[src/rtl/core/svs_pkg.sv]
// Shared types and constants for the supply voltage supervisor.
package svs_pkg;

  localparam int unsigned MvW  = 16;
  localparam int unsigned CntW = 16;
  localparam int unsigned IdxW = 3;
  localparam int unsigned StW  = 3;

  // Configuration register indexes
  localparam logic [IdxW-1:0] RegLowThr     = 3'd0;
  localparam logic [IdxW-1:0] RegHighThr    = 3'd1;
  localparam logic [IdxW-1:0] RegHyst       = 3'd2;
  localparam logic [IdxW-1:0] RegCutoffThr  = 3'd3;
  localparam logic [IdxW-1:0] RegConfirm    = 3'd4;
  localparam logic [IdxW-1:0] RegCutConfirm = 3'd5;
  localparam logic [IdxW-1:0] RegCutEnable  = 3'd6;

  // Reset values
  localparam logic [MvW-1:0]  RstLowThr     = 16'd7550;
  localparam logic [MvW-1:0]  RstHighThr    = 16'd31300;
  localparam logic [MvW-1:0]  RstHyst       = 16'd500;
  localparam logic [MvW-1:0]  RstCutoffThr  = 16'd3500;
  localparam logic [CntW-1:0] RstConfirm    = 16'd400;
  localparam logic [CntW-1:0] RstCutConfirm = 16'd100;

  typedef struct packed {
    logic [MvW-1:0]  low_thr;
    logic [MvW-1:0]  high_thr;
    logic [MvW-1:0]  hyst;
    logic [MvW-1:0]  cutoff_thr;
    logic [CntW-1:0] confirm;
    logic [CntW-1:0] cut_confirm;
    logic            cut_enable;
  } cfg_t;

  typedef struct packed {
    logic [StW-1:0] state_code;
    logic           under_fault;
    logic           over_fault;
    logic           cutoff_fault;
  } result_t;

endpackage

[src/rtl/core/svs_cfg.sv]
// Configuration register bank for the supply voltage supervisor.
module svs_cfg (
  input  logic                         clk_i,
  input  logic                         rst_ni,
  input  logic                         we_i,
  input  logic [svs_pkg::IdxW-1:0]     idx_i,
  input  logic [svs_pkg::MvW-1:0]      wdata_i,
  output svs_pkg::cfg_t                cfg_o
);

  svs_pkg::cfg_t cfg_q;

  always_ff @(posedge clk_i or negedge rst_ni) begin
    if (!rst_ni) begin
      cfg_q.low_thr     <= svs_pkg::RstLowThr;
      cfg_q.high_thr    <= svs_pkg::RstHighThr;
      cfg_q.hyst        <= svs_pkg::RstHyst;
      cfg_q.cutoff_thr  <= svs_pkg::RstCutoffThr;
      cfg_q.confirm     <= svs_pkg::RstConfirm;
      cfg_q.cut_confirm <= svs_pkg::RstCutConfirm;
      cfg_q.cut_enable  <= 1'b1;
    end else if (we_i) begin
      case (idx_i)
        svs_pkg::RegLowThr:     cfg_q.low_thr     <= wdata_i;
        svs_pkg::RegHighThr:    cfg_q.high_thr    <= wdata_i;
        svs_pkg::RegHyst:       cfg_q.hyst        <= wdata_i;
        svs_pkg::RegCutoffThr:  cfg_q.cutoff_thr  <= wdata_i;
        svs_pkg::RegConfirm:    cfg_q.confirm     <= wdata_i;
        svs_pkg::RegCutConfirm: cfg_q.cut_confirm <= wdata_i;
        svs_pkg::RegCutEnable:  cfg_q.cut_enable  <= wdata_i[0];
        default: ;
      endcase
    end
  end

  assign cfg_o = cfg_q;

endmodule

[src/rtl/core/svs_engine.sv]
// Supervisor state machine: window compares, confirm counter and next state.
module svs_engine (
  input  logic                     clk_i,
  input  logic                     rst_ni,
  input  logic                     step_i,
  input  logic [svs_pkg::MvW-1:0]  sample_i,
  input  svs_pkg::cfg_t            cfg_i,
  output svs_pkg::result_t         res_o
);

  typedef enum logic [svs_pkg::StW-1:0] {
    StNominal  = 3'd0,
    StToLow    = 3'd1,
    StLow      = 3'd2,
    StToHigh   = 3'd3,
    StHigh     = 3'd4,
    StToCutoff = 3'd5,
    StCutoff   = 3'd6
  } state_e;

  localparam int unsigned SW = svs_pkg::MvW + 2;

  state_e                     state_q, state_d;
  logic [svs_pkg::CntW-1:0]   cnt_q, cnt_d, cnt_inc;
  logic signed [SW-1:0]       s, h, lo_dn, lo_up, hi_dn, hi_up, co_dn, co_up;
  logic                       reach_cfm, reach_cut;
  logic                       under, over, cut;

  // Edges widened by two bits so they neither wrap nor go unsigned.
  always_comb begin
    s     = $signed({2'b00, sample_i});
    h     = $signed({2'b00, cfg_i.hyst});
    lo_dn = $signed({2'b00, cfg_i.low_thr}) - h;
    lo_up = $signed({2'b00, cfg_i.low_thr}) + h;
    hi_dn = $signed({2'b00, cfg_i.high_thr}) - h;
    hi_up = $signed({2'b00, cfg_i.high_thr}) + h;
    co_dn = $signed({2'b00, cfg_i.cutoff_thr}) - h;
    co_up = $signed({2'b00, cfg_i.cutoff_thr}) + h;
  end

  // Saturating run count.
  assign cnt_inc   = (cnt_q != '1) ? cnt_q + 1'b1 : cnt_q;
  assign reach_cfm = (cnt_inc >= cfg_i.confirm);
  assign reach_cut = (cnt_inc >= cfg_i.cut_confirm);

  always_comb begin
    state_d = state_q;
    cnt_d   = cnt_q;
    under   = 1'b0;
    over    = 1'b0;
    cut     = 1'b0;
    case (state_q)
      StNominal: begin
        if (s <= lo_dn) begin
          state_d = StToLow;
          cnt_d   = '0;
        end else if (s >= hi_up) begin
          state_d = StToHigh;
          cnt_d   = '0;
        end
      end
      StToLow: begin
        if (s > lo_dn) begin
          state_d = StNominal;
          cnt_d   = '0;
        end else if (reach_cfm) begin
          state_d = StLow;
          cnt_d   = '0;
        end else begin
          cnt_d = cnt_inc;
        end
      end
      StLow: begin
        under = 1'b1;
        if (s >= lo_up) begin
          if (reach_cfm) begin
            state_d = StNominal;
            cnt_d   = '0;
          end else begin
            cnt_d = cnt_inc;
          end
        end else begin
          if (cfg_i.cut_enable && (s <= co_dn)) begin
            state_d = StToCutoff;
          end
          cnt_d = '0;
        end
      end
      StToHigh: begin
        if (s < hi_up) begin
          state_d = StNominal;
          cnt_d   = '0;
        end else if (reach_cfm) begin
          state_d = StHigh;
          cnt_d   = '0;
        end else begin
          cnt_d = cnt_inc;
        end
      end
      StHigh: begin
        over = 1'b1;
        if (s <= hi_dn) begin
          if (reach_cfm) begin
            state_d = StNominal;
            cnt_d   = '0;
          end else begin
            cnt_d = cnt_inc;
          end
        end else begin
          cnt_d = '0;
        end
      end
      StToCutoff: begin
        under = 1'b1;
        if (s > co_dn) begin
          state_d = StLow;
          cnt_d   = '0;
        end else if (reach_cut) begin
          state_d = StCutoff;
          cnt_d   = '0;
        end else begin
          cnt_d = cnt_inc;
        end
      end
      StCutoff: begin
        under = 1'b1;
        cut   = 1'b1;
        if (s >= co_up) begin
          if (reach_cfm) begin
            state_d = StLow;
            cnt_d   = '0;
          end else begin
            cnt_d = cnt_inc;
          end
        end else begin
          cnt_d = '0;
        end
      end
      default: ;
    endcase
  end

  always_ff @(posedge clk_i or negedge rst_ni) begin
    if (!rst_ni) begin
      state_q <= StNominal;
      cnt_q   <= '0;
    end else if (step_i) begin
      state_q <= state_d;
      cnt_q   <= cnt_d;
    end
  end

  assign res_o.state_code   = state_d;
  assign res_o.under_fault  = under;
  assign res_o.over_fault   = over;
  assign res_o.cutoff_fault = cut;

  // Every entry into nominal clears the run count.
  a_nominal_cnt_zero: assert property (@(posedge clk_i) disable iff (!rst_ni)
    (state_q == StNominal) |-> (cnt_q == '0))
    else $error("confirm counter nonzero in nominal");

  // Nominal only leaves through a pending state.
  a_nominal_exit: assert property (@(posedge clk_i) disable iff (!rst_ni)
    (step_i && state_q == StNominal) |=>
      (state_q == StNominal || state_q == StToLow || state_q == StToHigh))
    else $error("nominal skipped a pending state");

  // Cutoff is entered only from its pending state.
  a_cutoff_entry: assert property (@(posedge clk_i) disable iff (!rst_ni)
    $rose(state_q == StCutoff) |-> ($past(state_q) == StToCutoff))
    else $error("cutoff entered without confirmation");

  // Unused state code never reached.
  a_no_unused_code: assert property (@(posedge clk_i) disable iff (!rst_ni)
    state_q != 3'd7)
    else $error("unused state code held");

endmodule

[src/rtl/core/supply_voltage_supervisor_top.sv]
// Top level of the supply voltage supervisor: handshakes, sample and result registers.
//
// Usage:
//   Input channel: in_valid_i / in_ready_o with one millivolt sample on sample_mv_i.
//   Output channel: out_valid_o / out_ready_i with the new state code and the
//   under, over and cutoff fault flags, which reflect the state held before the
//   sample was applied.
//   Configuration: write cfg_wdata_i into register cfg_idx_i while cfg_we_i is high;
//   indexes 0..6 are low, high, hysteresis, cutoff thresholds, confirm count,
//   cutoff confirm count and cutoff enable. Other indexes are dropped. Write only
//   while no sample is in flight.
//   Timing: a transferred sample is first held in the sample register, then evaluated
//   against the supervisor state, and its result is loaded into the result register
//   and shown on the output from there.
//   Throughput: one sample per cycle while out_ready_i does not stall the result;
//   the state update is a single compare/count pass between the sample and result registers.
//   Reset: rst_ni clears both pipeline valids, returns the supervisor to nominal
//   with a zero run count and loads the default thresholds.
//   Stall: while the result waits, one more sample is held in the sample register;
//   in_ready_o drops only when both registers are full and out_ready_i is low.
module supply_voltage_supervisor_top (
  input  logic                          clk_i,
  input  logic                          rst_ni,
  input  logic                          cfg_we_i,
  input  logic [svs_pkg::IdxW-1:0]      cfg_idx_i,
  input  logic [svs_pkg::MvW-1:0]       cfg_wdata_i,
  input  logic                          in_valid_i,
  output logic                          in_ready_o,
  input  logic [svs_pkg::MvW-1:0]       sample_mv_i,
  output logic                          out_valid_o,
  input  logic                          out_ready_i,
  output logic [svs_pkg::StW-1:0]       state_code_o,
  output logic                          under_fault_o,
  output logic                          over_fault_o,
  output logic                          cutoff_fault_o
);

  svs_pkg::cfg_t            cfg;
  svs_pkg::result_t         res;
  svs_pkg::result_t         res_q;
  logic                     in_valid_q;
  logic [svs_pkg::MvW-1:0]  sample_q;
  logic                     out_valid_q;
  logic                     advance;

  // Move the held sample forward when the result slot is free or being drained.
  assign advance    = in_valid_q && (!out_valid_q || out_ready_i);
  assign in_ready_o = !in_valid_q || advance;

  svs_cfg u_cfg (
    .clk_i   (clk_i),
    .rst_ni  (rst_ni),
    .we_i    (cfg_we_i),
    .idx_i   (cfg_idx_i),
    .wdata_i (cfg_wdata_i),
    .cfg_o   (cfg)
  );

  svs_engine u_engine (
    .clk_i    (clk_i),
    .rst_ni   (rst_ni),
    .step_i   (advance),
    .sample_i (sample_q),
    .cfg_i    (cfg),
    .res_o    (res)
  );

  // Sample register: valid is control, payload loads on transfer.
  always_ff @(posedge clk_i or negedge rst_ni) begin
    if (!rst_ni) begin
      in_valid_q <= 1'b0;
    end else if (in_ready_o) begin
      in_valid_q <= in_valid_i;
    end
  end

  always_ff @(posedge clk_i) begin
    if (in_valid_i && in_ready_o) begin
      sample_q <= sample_mv_i;
    end
  end

  // Result register: hold until the receiver takes it.
  always_ff @(posedge clk_i or negedge rst_ni) begin
    if (!rst_ni) begin
      out_valid_q <= 1'b0;
    end else if (advance) begin
      out_valid_q <= 1'b1;
    end else if (out_ready_i) begin
      out_valid_q <= 1'b0;
    end
  end

  always_ff @(posedge clk_i) begin
    if (advance) begin
      res_q <= res;
    end
  end

  assign out_valid_o    = out_valid_q;
  assign state_code_o   = res_q.state_code;
  assign under_fault_o  = res_q.under_fault;
  assign over_fault_o   = res_q.over_fault;
  assign cutoff_fault_o = res_q.cutoff_fault;

  // Both registers full and the receiver stalled: no new sample may enter.
  a_full_blocks_input: assert property (@(posedge clk_i) disable iff (!rst_ni)
    (in_valid_q && out_valid_q && !out_ready_i) |-> !in_ready_o)
    else $error("input taken while pipeline full");

  // A step always leaves a result behind.
  a_step_fills_output: assert property (@(posedge clk_i) disable iff (!rst_ni)
    advance |=> out_valid_q)
    else $error("step produced no result");

  // A stalled result is not overwritten.
  a_stalled_result_holds: assert property (@(posedge clk_i) disable iff (!rst_ni)
    (out_valid_q && !out_ready_i) |=> (out_valid_q && $stable(res_q)))
    else $error("stalled result changed");

endmodule
[config.mk]
export PLATFORM = sky130hd
export DESIGN_NAME = supply_voltage_supervisor_top
export DESIGN_NICKNAME = d
export VERILOG_FILES = /design/src/rtl/core/svs_pkg.sv /design/src/rtl/core/svs_cfg.sv /design/src/rtl/core/svs_engine.sv /design/src/rtl/core/supply_voltage_supervisor_top.sv
export SDC_FILE = /design/constraint.sdc
export NUM_CORES = 1
export LEC_CHECK = 0
export ABC_AREA = 1
export ABC_CLOCK_PERIOD_IN_PS = 8290
export BUFFER_PORTS_ARGS = -buffer_cell sky130_fd_sc_hd__clkbuf_2
export CAP_MARGIN = 20
export CORE_ASPECT_RATIO = 1.75
export CORE_MARGIN = 3
export CORE_UTILIZATION = 55
export CTS_CLUSTER_DIAMETER = 80
export DETAILED_ROUTE_END_ITERATION = 6
export HOLD_SLACK_MARGIN = 0.15
export PLACE_DENSITY = 0.72
export SETUP_SLACK_MARGIN = 0.1
export SLEW_MARGIN = 0
export SYNTH_ARGS = -nofsm -noshare
export SYNTH_HDL_FRONTEND = slang
export SYNTH_SLANG_ARGS = --single-unit
[constraint.sdc]
create_clock -name clk_i -period 8.29 [get_ports clk_i]
set_input_delay 0.829 -clock clk_i [delete_from_list [all_inputs] [get_ports clk_i]]
set_output_delay 0.829 -clock clk_i [all_outputs]
set_load 0.05 [all_outputs]
==> reports/results.ini, run 1 <==
[status]
status = finished clean

[global_route]
grt_start_max_net_pins = 81
antenna_found_initial = 0
gr-usage-met1_pct = 32.93
grt_pass1_vias = 13300
grt_usage_pct = 32.51
met3_usage_pct = 4.474
gr-total-overflow = 0
grt_busiest_layer = met2
grt_pass1_wl_um = 71710
grt_util_met2_pct = 59.06

[placed_design]
dp_hpwl_um = 37330
io_buffers = 47
routabilityCongestion = 0.9863
place_ws_ns = 3.661

[logic_synthesis]
ys_types = 54
synthArstFlopShare_pct = 84.29
synth-seq-cells = 140
ys.flop_type = dfrtp_1
synth.net_count = 2283
synth_seq_area_share_pct = 24.80
syn_inst = 2012
syn_area_per_cell_um2 = 7.334
syn_area_mm2 = 0.01476
synth_edf_count = 22
synth_warnings = 0

[timing]
fin_crit_ns = 4.694
drv_slew = 0
tns_ns = 0
fmax_mhz = 213.0
period_share_pct = 56.63
fin_skew_ns = 0.009102
rsz0062_at_grt = no
hold_viol = 0
setup_viol = 0
worst_pin_slew_ns = 1.108
layout_setup_ws_ns = 3.596
relSlewSlack_pct = 25.96

[drt]
finalWirelength_um = 46590
dr_total_vias = 13690
ant_nets = 0
drtPass1Iterations = 6
wire_per_inst_um = 19.78
drc = 0
drt_iter0_drc = 884
via_per_inst = 5.815

[worst_hold_path]
hp-class = primary input to async pin

[final_layout]
nNetsFinal = 2293
antennaDiodeCount = 0
drive_above_1_share_pct = 12.63
fillCellCount = 2515
layout-area-overhead-vs-synth_pct = 6.452

[clocking]
cts_tree = done
cts_made_buffers = 17
cts-resized-gates = 0
cts.clk_slew.worst_paths_ns = 0.06
h-tree-depth = 4
cts_num_sinks = 140
clkLatencyLatePin_ns = 0.45
clock_path_buffers = 2
ctsHoldBuffers = 0
postCtsSetupBuffers = 0
root_buffer = clkbuf_16

[worst_setup_path]
crit_required_ns = 8.49
critPathSlowestCell = dfrtp_1
crit_path_end_kind = register
crit_type = register to register
worstSetupStartpointType = register
critPathMaxFanout = 20
r2r-start = u_cfg.cfg_o[50]
r2r_cells = 25
crit_top_cell = nand2_1
r2r_end = state_code_o[0]
critPathMaxStageDelay_ns = 0.60
rrSetupSlack_ns = 3.60
cp.arrival_ns = 4.90

[power_and_ir_drop]
vdd_drop_max_uv = 195.1
p_per_area_mw_per_mm2 = 287.0
leakagePower_nw = 8.348

[floorplanning]
row_count = 78
start_util_pct = 56.42
core-area_mm2 = 0.02616
die_height_um = 222.7
die-area_mm2 = 0.02891
ios = 48
fp.dieW_um = 129.8

[run]
cap_violations = 0

==> registers in the layout, indices dropped and copies added (netlist names) <==
register          cells
in_valid_q            1
out_valid_o           1
over_fault_o          1
state_code_o          3
under_fault_o         1
u_engine.state_q      3
u_engine.cnt_q       16
sample_q             16
cutoff_fault_o        1
u_cfg.cfg_o          97
==> worst max path at each step <==
stage,from,end,slack (ns),cells after the start
floorplan,u_cfg.cfg_o[50],u_engine.cnt_q[5],4.48,26
global placement,u_cfg.cfg_o[50],state_code_o[1],3.69,25
detailed placement,u_cfg.cfg_o[50],state_code_o[1],3.66,25
CTS,u_cfg.cfg_o[50],state_code_o[1],3.65,25
global route,u_cfg.cfg_o[50],state_code_o[2],3.08,25
finish,u_cfg.cfg_o[50],state_code_o[0],3.60,25
==> cells in the final DEF (no fill, tap or decap), types with 46 or more instances in the layout <==
cell type    n
o21ai_0    121
ha_1       225
dfrtp_1     81
inv_1      222
nor2_1     126
nand2_1    478
a21oi_1    123
nand3_1    101
xor2_1      79
clkbuf_2    46
nand4_1     67
==> routing by layer <==
layer,wire length [um],up-vias
met3,2103,195
met1,16020,6302
met5,0,-
li1,-,6675
met4,4039,0
met2,24420,522
==> critical path: cells and delay by family, from the launching register on <==
| family | cells | cell delay (ns) |
|---|---|---|
| AND/OR/NAND/NOR | 17 | 2.01 |
| buffers and inverters | 1 | 0.24 |
| adder cells (fa/ha/maj) | 2 | 0.64 |
| flip-flops | 1 | 0.60 |
| AO/OA/AOI/OAI | 5 | 0.94 |
==> metrics by stage <==
| step | power (W) | area (um^2) | instances | util (%) | hold slack (ns) |
|---|---|---|---|---|---|
| final | 0.004509 | 15710 | 2355 | 60.06 | 0.3608 |
| after global routing | 0.004877 | 15710 | 2355 | 60.06 | 0.3882 |
| after CTS | 0.004489 | 15640 | 2352 | 59.79 | 0.3666 |
| after detailed placement | 0.003707 | 15060 | 2320 | 57.57 | 0.4738 |
| after global placement | 0.003648 | 15030 | 2318 | 57.48 | 0.4675 |
| after floorplan | 0.003013 | 14760 | 2012 | - | 0.4488 |
==> power breakdown <==
| part | switching, W | internal, W |
|---|---|---|
| logic | 0.00183 | 0.000903 |
| registers | 0.000156 | 0.000850 |
| clock network | 0.000315 | 0.000452 |
| total | 0.00230 | 0.00220 |
==> Yosys cell counts (all sizes together) (2+ instances only) <==
| cell | count | area, um^2 |
|---|---|---|
| a211oi | 5 | 37.54 |
| a21boi | 8 | 60.05 |
| a21o | 12 | 90.09 |
| a21oi | 135 | 743.2 |
| a221oi | 3 | 26.28 |
| a31oi | 6 | 37.54 |
| and2 | 2 | 15.02 |
| buf | 41 | 302.8 |
| clkbuf | 25 | 93.84 |
| clkinv | 3 | 16.27 |
| dfrtp | 81 | 2027 |
| dfstp | 37 | 972.2 |
| edfxtp | 22 | 660.6 |
| fa | 6 | 120.1 |
| ha | 225 | 2815 |
| inv | 253 | 954.7 |
| nand2 | 508 | 2002 |
| nand3 | 112 | 615.6 |
| nand3b | 4 | 30.03 |
| nand4 | 68 | 431.7 |
| nor2 | 158 | 738.2 |
| nor3 | 27 | 171.4 |
| nor4 | 11 | 68.82 |
| o21a | 3 | 22.52 |
| o21ai | 145 | 755.7 |
| o21bai | 12 | 90.09 |
| o31ai | 10 | 75.07 |
| or2 | 2 | 12.52 |
| xnor2 | 7 | 61.31 |
| xor2 | 79 | 691.9 |
==> layout make-up <==
cell class,instances,area [um^2],share of cell area [%]
Timing Repair Buffer,58,375.4,2.389
Tap cell,320,400.4,2.549
Multi-Input combinational cell,1549,9721,61.88
Clock inverter,12,135.1,0.8602
Clock buffer,20,446.7,2.843
Sequential cell,140,3660,23.30
Inverter,256,970.9,6.181
==> logic make-up after synthesis <==
| logic type | synth area share, % |
|---|---|
| and+or+nand+nor | 27.68 |
| AOI/OAI and AO/OA | 13.19 |
| buffers and inverters | 9.327 |
| adders and majority gates | 19.89 |
| DFF | 24.80 |
| xor gates and xnor gates | 5.104 |
Note: power is estimated with default switching activity, not from simulation.
==> run 2, diff against run 1 <==
ABC_AREA = 0   (was 1)
ABC_CLOCK_PERIOD_IN_PS = 4850   (was 8290)
clock period = 4.85 ns   (was 8.29 ns; I/O delays follow)
==> reports/results.ini, run 2 <==
[drt]
dr_total_vias = 11490
drtPass1Iterations = 6
via_per_inst = 5.993
wire_per_inst_um = 19.80
finalWirelength_um = 37970
drc = 0
ant_nets = 0
drt_iter0_drc = 683

[clocking]
cts_num_sinks = 140
cts.clk_slew.worst_paths_ns = 0.07
clkLatencyLatePin_ns = 0.45
root_buffer = clkbuf_16
h-tree-depth = 4
clock_path_buffers = 2
cts_tree = done
cts_made_buffers = 17

[worst_setup_path]
r2r_end = u_engine.state_q[1]
r2r_cells = 23
worstSetupEndpoint = u_engine.state_q[1]
critPathMaxStageDelay_ns = 0.41
rrSetupSlack_ns = 0.06
crit_chain = buf_4 > ha_1 > inv_1 > fa_2 > a21o_1 > o21ai_2 > a21oi_4 > a31oi_2 > o21bai_1 > a21oi_1 > xnor2_1 > ha_1 > nand2_1 > nor2_2 > or3_1 > a2bb2oi_2 > a21oi_2 > buf_4 > buf_6 > a21oi_4 > a2111oi_4 > o31ai_2 > mux2_4
cp.arrival_ns = 5.12
r2r-start = u_cfg.cfg_o[49]
crit_required_ns = 5.18
critPathMaxFanout = 4
worstSetupStartpointType = register
crit_path_end_kind = register
crit_cells = 23
crit_type = register to register
cp_top_family = compound AO/OA/AOI/OAI gates
crit_buf_inv = 4
critPathLaunch = u_cfg.cfg_o[49]
critPathSlowestCell = dfrtp_1

[floorplanning]
ios = 48
row_count = 73
core-area_mm2 = 0.02293
fp.dieW_um = 122.0
die_height_um = 209.0
die-area_mm2 = 0.02551
start_util_pct = 56.51

[logic_synthesis]
synth_seq_area_share_pct = 28.25
synth_edf_count = 22
ys_types = 80
syn_inst = 1415
synth.area.top_cells = ha_1 22%, dfrtp_1 16%, dfstp_2 7.5%, mux2_2 5.6%, edfxtp_1 5.1%
ys.flop_type = dfrtp_1
yosysTopAreaCell = ha_1
synth-seq-cells = 140
yosysMostFrequentCell = ha_1
syn_area_per_cell_um2 = 9.156
synth_warnings = 0
synth.net_count = 1686
yosys-top-cells-count = 225 x ha_1, 117 x inv_1, 92 x a21oi_1, 91 x nor2_1, 89 x nand2_1
syn_area_mm2 = 0.01296
synth.top_cell.area_share_pct = 21.73
synthArstFlopShare_pct = 84.29

[final_layout]
final_common_cell = ha_1
layout_common_cells = 217 x ha_1, 153 x buf_4, 112 x inv_1, 88 x nand2_1, 85 x nor2_1
layout-area-overhead-vs-synth_pct = 23.47
nNetsFinal = 1876
stdcell_area_mm2 = 0.01600
largest_register_ffs = 97
fillCellCount = 1724
drive_above_1_share_pct = 29.11
antennaDiodeCount = 0

[global_route]
grt_usage_pct = 29.69
grt_start_max_net_pins = 64
grt_pass1_vias = 12040
gr-total-overflow = 0
antenna_found_initial = 0
grt_pass1_wl_um = 58660

[power_and_ir_drop]
power.internal_w = 0.004907
vdd_drop_max_uv = 335.2
p_sw_w = 0.003847
power_frac_comb_pct = 66.0
p_per_area_mw_per_mm2 = 547.2
swShare_pct = 43.95
leakagePower_nw = 7.475
clockPowerShare_pct = 14.8
power_frac_seq_pct = 19.2
total_power_w = 0.008754

[timing]
drv_slew = 0
fmax_mhz = 209.0
setup_viol = 0
relSlewSlack_pct = 37.02
period_share_pct = 98.67
tns_ns = 0
hold_viol = 0
rsz0062_at_grt = yes
worst_pin_slew_ns = 0.9447
fin_crit_ns = 4.786
fin_skew_ns = 0.01035

[worst_hold_path]
hold_start = sample_mv_i[2]
hp-class = primary input to register

[placed_design]
io_buffers = 47
place_area_mm2 = 0.01439
dp_hpwl_um = 28770
routabilityCongestion = 1.001

[run]
cap_violations = 0

[status]
status = finished clean

## run 2: changes by cell type in the layout (fill, tap and decap cells not counted), moves of 63 or more
cell,previous run,this run
buf_4,7,153
inv_1,222,112
mux2_2,0,63
nand2_1,478,88
nand3_1,101,22
xnor2_1,7,73
## run 2: worst min-delay path by stage
stage,depth (start not counted),slack [ns],to
after CTS,1,0.18,sample_q[4]
after detailed placement,1,0.47,out_valid_o
after global placement,1,0.46,out_valid_o
after floorplan,0,0.19,in_valid_q
after global routing,1,0.19,sample_q[4]
final,1,0.20,sample_q[2]
## run 2: per-layer routing
| layer | GRT usage (%) | part of all wire [%] | vias up |
|---|---|---|---|
| li1 | - | - | 5448 |
| met1 | 30.52 | 36 | 5551 |
| met2 | 55.08 | 54 | 341 |
| met3 | 4.035 | 3.7 | 154 |
| met4 | 18.72 | 6.7 | 0 |
| met5 | 0 | 0 | - |
## run 2: per-stage QoR
stage                     instances  utilization, %  worst slack [ns]  hold WS, ns
after global routing           1918           69.78           -0.2306       0.1895
after detailed placement       1849           62.76           -0.3045       0.4737
after floorplan                1415               -            0.1999       0.1894
after CTS                      1898           67.28          -0.04404       0.1820
after global placement         1849           62.76           -0.3246       0.4621
final                          1918           69.78           0.06431       0.2031
## run 2: repair_timing
item | in CTS | in global routing
hold endpoints to repair | 9 | 0
buffers inserted | 14 | 19
endpoints found under the setup margin | 22 | 22
gates resized for setup | 67 | 98
pin swaps | 30 | 69
gates cloned | 2 | 1
hold buffers | 1 | 0
## run 2: cell families after synthesis
family / Yosys count / share of synthesized area [%]
and+or+nand+nor: 366 / 14.13
AOI/OAI and AO/OA: 361 / 18.31
adders and majority gates: 231 / 22.66
buffers and inverters: 161 / 4.858
DFF: 140 / 28.25
xor gates and xnor gates: 91 / 6.152
muxes: 65 / 5.649
## run 2: area by class of cell
| class | count | area [um^2] | area share, % |
|---|---|---|---|
| clock buffer | 22 | 506.7 | 3.168 |
| clock inverter | 10 | 76.32 | 0.4771 |
| inverter | 119 | 446.7 | 2.792 |
| multi-input combinational | 1114 | 9351 | 58.46 |
| sequential | 140 | 3660 | 22.88 |
| tap | 300 | 375.4 | 2.346 |
| timing repair buffer | 213 | 1580 | 9.879 |
## run 2: power by group through the flow
stage	clock (W)	sequential, W	combinational, W
finish	0.00129	0.00168	0.00578
CTS	0.00132	0.00168	0.00525
floorplan	0	0.00166	0.00339
detailed placement	0	0.00169	0.00495
global placement	0	0.00168	0.00485
global route	0.00137	0.00171	0.00632
==> run 3, diff against run 2 <==
--- a/config.mk
+++ b/config.mk
@@ -13,8 +13,10 @@
 export CORE_MARGIN = 3
 export CORE_UTILIZATION = 55
+export CTS_BUF_LIST = sky130_fd_sc_hd__clkbuf_4 sky130_fd_sc_hd__clkbuf_8
 export CTS_CLUSTER_DIAMETER = 80
 export DETAILED_ROUTE_END_ITERATION = 6
 export HOLD_SLACK_MARGIN = 0.15
 export PLACE_DENSITY = 0.72
+export REMOVE_ABC_BUFFERS = 1
 export SETUP_SLACK_MARGIN = 0.1
 export SLEW_MARGIN = 0
==> constraint.sdc (replaced) <==
create_clock -name clk_i -period 4.85 [get_ports clk_i]
set_input_delay 0.2425 -clock clk_i [delete_from_list [all_inputs] [get_ports clk_i]]
set_output_delay 0.2425 -clock clk_i [all_outputs]
set_load 0.05 [all_outputs]
==> reports/results.ini, run 3 (synthesis gave the netlist of run 2 again) <==
[final_layout]
largest_register_ffs = 97
antennaDiodeCount = 0
layout-area-overhead-vs-synth_pct = 22.86
drive_above_1_share_pct = 27.09
layout_common_cells = 217 x ha_1, 124 x buf_4, 112 x inv_1, 87 x nor2_1, 86 x nand2_1
multi_input_comb_area_mm2 = 0.009285
nNetsFinal = 1886
fillCellCount = 1779
final_common_cell = ha_1
final-seq-area_mm2 = 0.003661
stdcell_area_mm2 = 0.01592

[power_and_ir_drop]
p_per_area_mw_per_mm2 = 516.6
vdd_drop_max_uv = 243.3
total_power_w = 0.008223
leakagePower_nw = 7.414

[global_route]
gr-total-overflow = 0
grt_pass1_vias = 11760
grt_start_max_net_pins = 64
antenna_found_initial = 0
grt_pass1_wl_um = 57290
grt_usage_pct = 29.05

[floorplanning]
fp.dieW_um = 122.0
die-area_mm2 = 0.02551
core-area_mm2 = 0.02293
ios = 48
row_count = 73
die_height_um = 209.0
start_util_pct = 56.51

[timing]
fin_crit_ns = 4.783
whs_ns = 0.2051
worst_pin_slew_ns = 0.9201
fin_skew_ns = 0.01856
period_share_pct = 98.63
hold_viol = 0
fmax_mhz = 209.1
tns_ns = 0
drv_slew = 0
rsz0062_at_grt = yes
setup_viol = 0
relSlewSlack_pct = 38.66

[placed_design]
place_area_mm2 = 0.01422
routabilityCongestion = 0.9378
dp_hpwl_um = 27810
io_buffers = 47

[drt]
ant_nets = 0
drtPass1Iterations = 5
dr_total_vias = 11440
drc = 0
drt_iter0_drc = 605
via_per_inst = 5.933
wire_per_inst_um = 19.11
finalWirelength_um = 36840

[clocking]
root_buffer = clkbuf_8
h-tree-depth = 4
clkLatencyLatePin_ns = 0.51
cts_num_sinks = 140
clock_path_buffers = 2
cts_made_buffers = 17
cts.clk_slew.worst_paths_ns = 0.09
cts_tree = done

[worst_setup_path]
critPathMaxFanout = 6
cp.arrival_ns = 5.17
crit_chain = buf_4 > buf_4 > fa_1 > nor2b_1 > o311ai_1 > buf_4 > a21o_1 > xnor2_1 > ha_1 > nand4_1 > nor2_1 > a2111oi_1 > buf_4 > o21ai_1 > nor3b_4 > a22o_1 > o31ai_4 > buf_6 > buf_6 > buf_16 > nor2_1 > o21a_1
critPathSlowestCell = fa_1
crit_buf_inv = 7
critPathMaxStageDelay_ns = 0.46
crit_required_ns = 5.24
crit_type = register to register
cp_top_family = compound AO/OA/AOI/OAI gates
crit_top_cell = buf_4
crit_path_end_kind = register
worstSetupStartpointType = register

[run]
cap_violations = 0

[worst_hold_path]
hp-class = primary input to register

[status]
status = finished clean

==> run 3: cell types whose count changed in the layout (fill, tap and decap cells not counted), moves of 3 or more <==
cell	delta
dlygate4sd3_1	+37
buf_4	-29
clkbuf_16	-18
clkbuf_8	+18
clkbuf_4	+5
a21oi_2	+4
buf_8	-3
inv_6	-3
nor3_1	+3
nor3b_2	+3
==> run 3: final cells by class <==
cell class	count	share of cell area, %
multi-input combinational	1114	58.33
sequential	140	23.00
timing repair buffer	223	11.11
inverter	119	2.822
tap	300	2.358
clock buffer	25	1.965
clock inverter	7	0.4166
==> run 3: layer usage <==
layer / global-route usage, % / share of wire, % / wire length [um] / vias to the layer above
met2: 55.08 / 54 / 19820 / 295
met1: 29.43 / 36 / 13390 / 5558
met4: 17.76 / 6.5 / 2392 / 0
met3: 3.358 / 3.3 / 1229 / 130
met5: 0 / 0 / 0 / -
li1: - / - / - / 5456
==> run 3: path summary, 6_finish.rpt <==
check	from	end	slack (ns)	cells after the start
min in group asynchronous	rst_ni	u_cfg.cfg_o[95]	0.37	2
max	u_cfg.cfg_o[50]	u_engine.cnt_q[14]	0.07	22
min	cfg_idx_i[2]	u_cfg.cfg_o[0]	0.21	3
min reg2reg	in_valid_q	out_valid_o	0.50	1
max in group asynchronous	rst_ni	u_cfg.cfg_o[49]	3.19	3
max reg2reg	u_cfg.cfg_o[50]	u_engine.cnt_q[14]	0.07	22
==> run 3: what timing repair did <==
item                                    CTS  global route
hold buffers                             38             0
resized for setup                        82            70
pin swaps                                45            67
buffers inserted                         14            13
endpoints found under the setup margin   22            22
endpoints found under the hold margin   163             0
gates cloned                              2             2
==> run 3: through the flow <==
stage               cells  util [%]  setup WS (ns)
detailed placement   1827     62.04        -0.2920
floorplan            1373         -       -0.09804
global placement     1827     62.04        -0.2536
global route         1928     69.43        -0.1945
CTS                  1913     67.45         0.1035
finish               1928     69.43        0.06652
==> run 3: tightest hold or removal path: stages <==
cell	delay, ns
clkbuf_2	0.14
nand4b_1	0.13
mux2_2	0.15
==> run 3: report_power, final <==
| group | switching, W | internal, W | total (W) | leakage, nW |
|---|---|---|---|---|
| Sequential | 0.000217 | 0.00147 | 0.00168 | 1.61 |
| Combinational | 0.00297 | 0.00262 | 0.00560 | 5.61 |
| Clock | 0.000472 | 0.000471 | 0.000942 | 0.201 |
| Total | 0.00366 | 0.00456 | 0.00822 | 7.41 |
